### config.mk
export PLATFORM = sky130hd
export DESIGN_NAME = rins_cell
export DESIGN_NICKNAME = d
export VERILOG_FILES = /design/src/hw/rtl/rins_pkg.sv /design/src/hw/rtl/rins_cell.sv
export SDC_FILE = /design/constraint.sdc
export NUM_CORES = 1
export LEC_CHECK = 0
export ABC_AREA = 1
export ABC_CLOCK_PERIOD_IN_PS = 3430
export BUFFER_PORTS_ARGS = -buffer_cell sky130_fd_sc_hd__buf_2
export CORE_MARGIN = 5
export CORE_UTILIZATION = 48
export CTS_BUF_LIST = sky130_fd_sc_hd__clkbuf_2
export CTS_CLUSTER_DIAMETER = 100
export DETAILED_ROUTE_END_ITERATION = 10
export PLACE_DENSITY = 0.89
export SYNTH_ARGS = -nofsm -noshare
export SYNTH_HDL_FRONTEND = slang
export SYNTH_SLANG_ARGS = --single-unit
### constraint.sdc
create_clock -name clk_i -period 3.43 [get_ports clk_i]
set_input_delay 0.343 -clock clk_i [delete_from_list [all_inputs] [get_ports clk_i]]
set_output_delay 0.343 -clock clk_i [all_outputs]
set_load 0.01 [all_outputs]
### src/hw/rtl/rins_pkg.sv
// types, constants and key forming for the record insertion sorter
`timescale 1ns / 1ps

package rins_pkg;

  localparam int MAX_ITEMS = 64;
  localparam int IDX_W     = $clog2(MAX_ITEMS);
  localparam int CNT_W     = $clog2(MAX_ITEMS + 1);
  localparam int KEY_W     = 48;

  typedef logic [KEY_W-1:0] key_t;
  typedef logic [IDX_W-1:0] idx_t;
  typedef logic [CNT_W-1:0] cnt_t;

  // sort mode codes
  localparam logic [1:0] MODE_DATE_NEWEST = 2'd0;
  localparam logic [1:0] MODE_DATE_OLDEST = 2'd1;
  localparam logic [1:0] MODE_AMT_LOWEST  = 2'd2;
  localparam logic [1:0] MODE_AMT_HIGHEST = 2'd3;

  // contents of one sorter cell
  typedef struct packed {
    key_t key;
    idx_t idx;
  } entry_t;

  // ascending key for the selected mode
  function automatic key_t form_key(
    input logic [13:0] year,
    input logic [3:0]  month,
    input logic [4:0]  day,
    input logic [4:0]  hour,
    input logic [5:0]  minute,
    input logic [5:0]  second,
    input logic [47:0] amount,
    input logic [1:0]  mode
  );
    logic [39:0] packed_ts;
    key_t        amt;
    key_t        res;
    packed_ts = {year, month, day, hour, minute, second};
    amt       = {~amount[47], amount[46:0]};
    case (mode)
      MODE_DATE_NEWEST: res = {8'hFF, ~packed_ts};
      MODE_DATE_OLDEST: res = {8'h00, packed_ts};
      MODE_AMT_LOWEST:  res = amt;
      MODE_AMT_HIGHEST: res = ~amt;
      default:          res = amt;
    endcase
    return res;
  endfunction

endpackage

### src/hw/rtl/rins_cell.sv
// one compare-and-shift cell of the sorter chain
`timescale 1ns / 1ps

module rins_cell (
  input  logic             clk_i,
  input  logic             ins_i,
  input  logic             shift_i,
  input  logic             in_use_i,
  input  rins_pkg::entry_t new_i,
  input  logic             prev_gt_i,
  input  rins_pkg::entry_t prev_i,
  input  rins_pkg::idx_t   next_idx_i,
  output rins_pkg::entry_t entry_o,
  output logic             gt_o
);

  rins_pkg::entry_t entry_q, entry_d;

  // empty cells count as greater so the new entry lands after the tail
  assign gt_o = !in_use_i || (new_i.key < entry_q.key);

  always_comb begin
    entry_d = entry_q;
    if (ins_i) begin
      if (prev_gt_i) begin
        entry_d = prev_i;
      end else if (gt_o) begin
        entry_d = new_i;
      end
    end else if (shift_i) begin
      entry_d.idx = next_idx_i;
    end
  end

  always_ff @(posedge clk_i) begin
    entry_q <= entry_d;
  end

  assign entry_o = entry_q;

endmodule

Yosys cells after proc, flatten, opt, wreduce, memory -nomap -nowiden

Cells that the tools add are included.

$lt $le $gt $ge: 1
Eq/ne operators: 1
Mux-type cells: 4
Reductions and logical operators: 6

Operators with widths:

| cell               | number |
|---|---|
| $mux 54            | 2 |
| $lt 48x48->1       | 1 |
| $mux 6             | 2 |
| $reduce_and 2->1   | 2 |
| $reduce_bool 2->1  | 2 |
| $ne 3x1->1 const B | 1 |
| $logic_not 1->1    | 1 |
| $logic_or 1x1->1   | 1 |

Register bits: 54
Bits of input ports: 119
Output and inout bits: 55
Logic and storage cells: 14

Depth between registers and ports, before layout

Depth after elaboration: 5
Gate-level depth with buffers: 15
Mapped depth without buffers: 15

Least setup slack after synthesis

OpenSTA, ideal clock, no wires.

Kind: register to register
Start point: register entry_q (netlist bit entry_o[49])
End point: register entry_q (netlist bit entry_o[10]) (enable)
Setup time: 402 ps
Arrival: 2352 ps
Data required time: 3028 ps
Slack: 675 ps
Cell stages (with the launch flop): 16
Buffers on the path: 0
Period minus slack after synthesis: 2755 ps
Cell sequence: edfxtp_1 > inv_1 > ha_1 > nand2_1 > inv_2 > nand3_1 > nor2_2 > nand2_2 > inv_1 > nand2_1 > nand2_1 > nor2_1 > nand2_2 > nand3_1 > nand2_1 > inv_1

Cells in the longest elaborated chain, start to end: 4

RTL lines:

| item                        | line            | source |
|---|---|---|
| start, declared             | rins_cell.sv:17 | `rins_pkg::entry_t entry_q, entry_d;` |
| start signal, assigned      | rins_cell.sv:36 | `entry_q <= entry_d;` |
| $lt 48x48->1                | rins_cell.sv:20 | `assign gt_o = !in_use_i \|\| (new_i.key < entry_q.key);` |
| $logic_or 1x1->1            | rins_cell.sv:20 |  |
| $reduce_bool 2->1 (no line) | n/a             |  |
| $reduce_and 2->1 (no line)  | n/a             |  |

Every way passes these cells.
A chain may end at the register's enable or synchronous reset.

Final worst setup path

Start point: register entry_q (netlist bit entry_o[45])
End point: register entry_q (netlist bit entry_o[10]) (enable)

The elaborated chain is that of the path after synthesis.

==> impl_results.md <==
- Outcome: complete, no violations
- Final period utilization: 0.737
- Via-to-Cell Ratio: 4.91
- Syn Nets: 613
- # setup viols final: 0
- Global Route met1 Usage: 0.243
- Clock group share of total power: 0.159
- Reg-to-reg slack, setup: 900 ps
- Core area: 7290 sq um
- Slew Viols, Final: 0
- Die Y: 96.8 um
- Min cycle time layout: 2530 ps
- Global Route met3 Usage: 0.0525
- Arr. time, crit path: 2690 ps
- Num rows: 31
- Die area: 9360 sq um
- Multi-input combinational cell area: 1700 sq um
- Worst Setup End Kind: register
- Max clock buf depth: 2
- Clock sink total: 54
- Clk slew on worst S/H paths: 260 ps
- WL final: 10000 um
- Leak: 2.63 nW
- Root buf cell: clkbuf_2
- Power per cell area: 320 nW/um^2
- CP Class: register to register
- Post-DP HPWL: 8140 um
- Hold Path Stages: 3
- Global route overflow: 0
- Gr usage total: 0.212
- Worst path max stage delay: 470 ps
- Grt met2 use: 0.393
- Global route hottest layer: met2
- Worst hold path class: input port to register
- Crit-path cells: inv_1 > ha_1 > a21oi_1 > o21a_1 > nand2_1 > nand2_1 > nand2_1 > nor2_1 > nand2_2 > nand3_1 > nand2_1 > inv_2 > buf_12
- P&R area growth vs syn: 28.1%
- Internal power: 1.02 mW
- Hold Path End: entry_o[51]
- TritonCTS clock tree: yes
- Seq cells post-synth: 54
- Largest net degree at the start of global routing: 57
- Comb power frac: 0.287
- Rel. slew slack: 0.627
- Synth warn: 0
- Final setup TNS: 0 ps
- DRC: 0
- # IOs: 174
- CP most frequent cell: nand2_1
- Avg Inst Size Synth: 8.08 sq um
- Hold wc startpoint: prev_i[51]
- Die Span X: 96.8 um
- RD Place Congestion: 0.883
- Psw: 0.462 mW
- Sequential power share: 0.554
- H-tree depth: 2
- Initial Util: 0.496
- Max-cap violations: 0
- Post-CTS setup buffers: 0
- Vias in the first global route: 3628
- Antenna violations before repair: 1
- Worst r2r path cells: 13
- Post-CTS sizing: 0
- Worst Tran Pin Value: 560 ps
- Drt first pass iters: 5
- WP data required: 3600 ps
- Sw Ratio: 0.312
- Buffers on Ports: 173
- ANT nets after route: 0
- Num CTS Buffers: 5
- Max FO, Critical Path: 26
- Mapped Area: 3610 sq um
- R2R Path End: entry_o[10]
- Final hold vios: 0
- Hold_buf cts: 0
- Fmax: 396 MHz
- Max reg flops: 54
- Diode count: 0
- Fraction of layout cells with a size suffix above 1: 0.309
- Yosys cell types: 19
- Worst Setup Start Kind: register
- Worst IR Drop VDD: 0.170 mV
- First-pass GRT wire length: 16400 um
- Routed len/inst: 14.0 um
- Setup Skew: 11.9 ps
- Slowest cell on crit path: edfxtp_1
- Gate Count Post-Synth: 447
- Reg2reg start: entry_o[45]
- Clk_lat worst skew: 420 ps
- RSZ-0062 raised after global routing: no
- NumNets Final: 785
- Register Area: 1620 sq um
- 1st-iter DRT viols: 109
- FILL cells: 648
- Hold_ws: 163 ps
- Vias: 3525
- Seq/Total Area, Yosys: 0.449
stage by stage:
stage / instances / worst slack (ps) / instance area, sq um / utilization / total power [mW]
after CTS: 718 / 846 / 4630 / 0.635 / 1.50
after global routing: 718 / 600 / 4630 / 0.635 / 1.59
after global placement: 711 / 856 / 4590 / 0.630 / 1.24
final: 718 / 902 / 4630 / 0.635 / 1.48
after floorplan: 447 / 675 / 3610 / - / 1.06
after detailed placement: 711 / 828 / 4590 / 0.630 / 1.27
critical path: cells and delay by family (launching register included):
kind,cells,cell delay (ps)
buf+inv,3,750
simple gates,7,510
flops,1,470
compound gates,2,290
fa+ha+maj,1,260
Yosys cell counts, drive strengths merged:
cell type	number	area [sq um]
nand4	5	31.3
a21oi	20	100
a21o	2	15.0
clkbuf	9	33.8
nor3	3	15.0
nand3	5	25.0
inv	65	244
buf	2	10.0
o21a	3	22.5
nand2	195	737
or2	1	6.26
edfxtp	54	1620
nor2	17	68.8
ha	47	588
o21ai	19	95.1
layout make-up:
type,count,area share
clock buffer,5,0.00541
inverter,65,0.0527
timing repair buffer,176,0.195
tap,99,0.0268
clock inverter,2,0.00216
sequential,54,0.350
multi-input combinational,317,0.368
power groups by stage:
| stage | sequential [mW] | clock (mW) | combinational (mW) |
|---|---|---|---|
| 3_3_place_gp | 0.833 | 0 | 0.408 |
| 6_report | 0.821 | 0.235 | 0.426 |
| 2_1_floorplan | 0.861 | 0 | 0.203 |
| 5_1_grt | 0.827 | 0.272 | 0.489 |
| 4_1_cts | 0.821 | 0.243 | 0.432 |
| 3_5_place_dp | 0.836 | 0 | 0.430 |
logic make-up (layout without fill, tap and decap cells):
kind of cell    count (synthesis)  in the layout  synth area share
simple gates                  226            226             0.244
buf+inv                        76            248            0.0796
flops                          54             54             0.449
fa+ha+maj                      47             47             0.163
compound gates                 44             44            0.0644
cell usage in the layout (no fill, tap or decap), types with 3 or more instances in the layout:
cell      count
buf_2       173
nand2_1     193
inv_1        62
a21oi_1      20
inv_2         3
nor2_1       15
o21ai_0      16
clkbuf_2      5
o21a_1        3
nand3_1       5
nor3_1        3
nand4_1       5
o21ai_1       3
edfxtp_1     54
ha_1         47
routing by layer:
| layer | wire length, um | up-vias |
|---|---|---|
| met3 | 807 | 22 |
| li1 | - | 1778 |
| met2 | 5040 | 137 |
| met4 | 191 | 2 |
| met5 | 11 | - |
| met1 | 3980 | 1586 |
worst max-delay path by stage:
stage	from	endpoint	slack, ps	cells after the start
after floorplan	entry_o[49]	entry_o[10]	680	15
after global placement	new_i[53]	entry_o[15]	860	12
after CTS	entry_o[45]	entry_o[18]	850	13
after global routing	entry_o[53]	entry_o[17]	600	12
after detailed placement	new_i[47]	entry_o[18]	830	14
final	entry_o[45]	entry_o[10]	900	13
(Power assumes the default switching activity.)
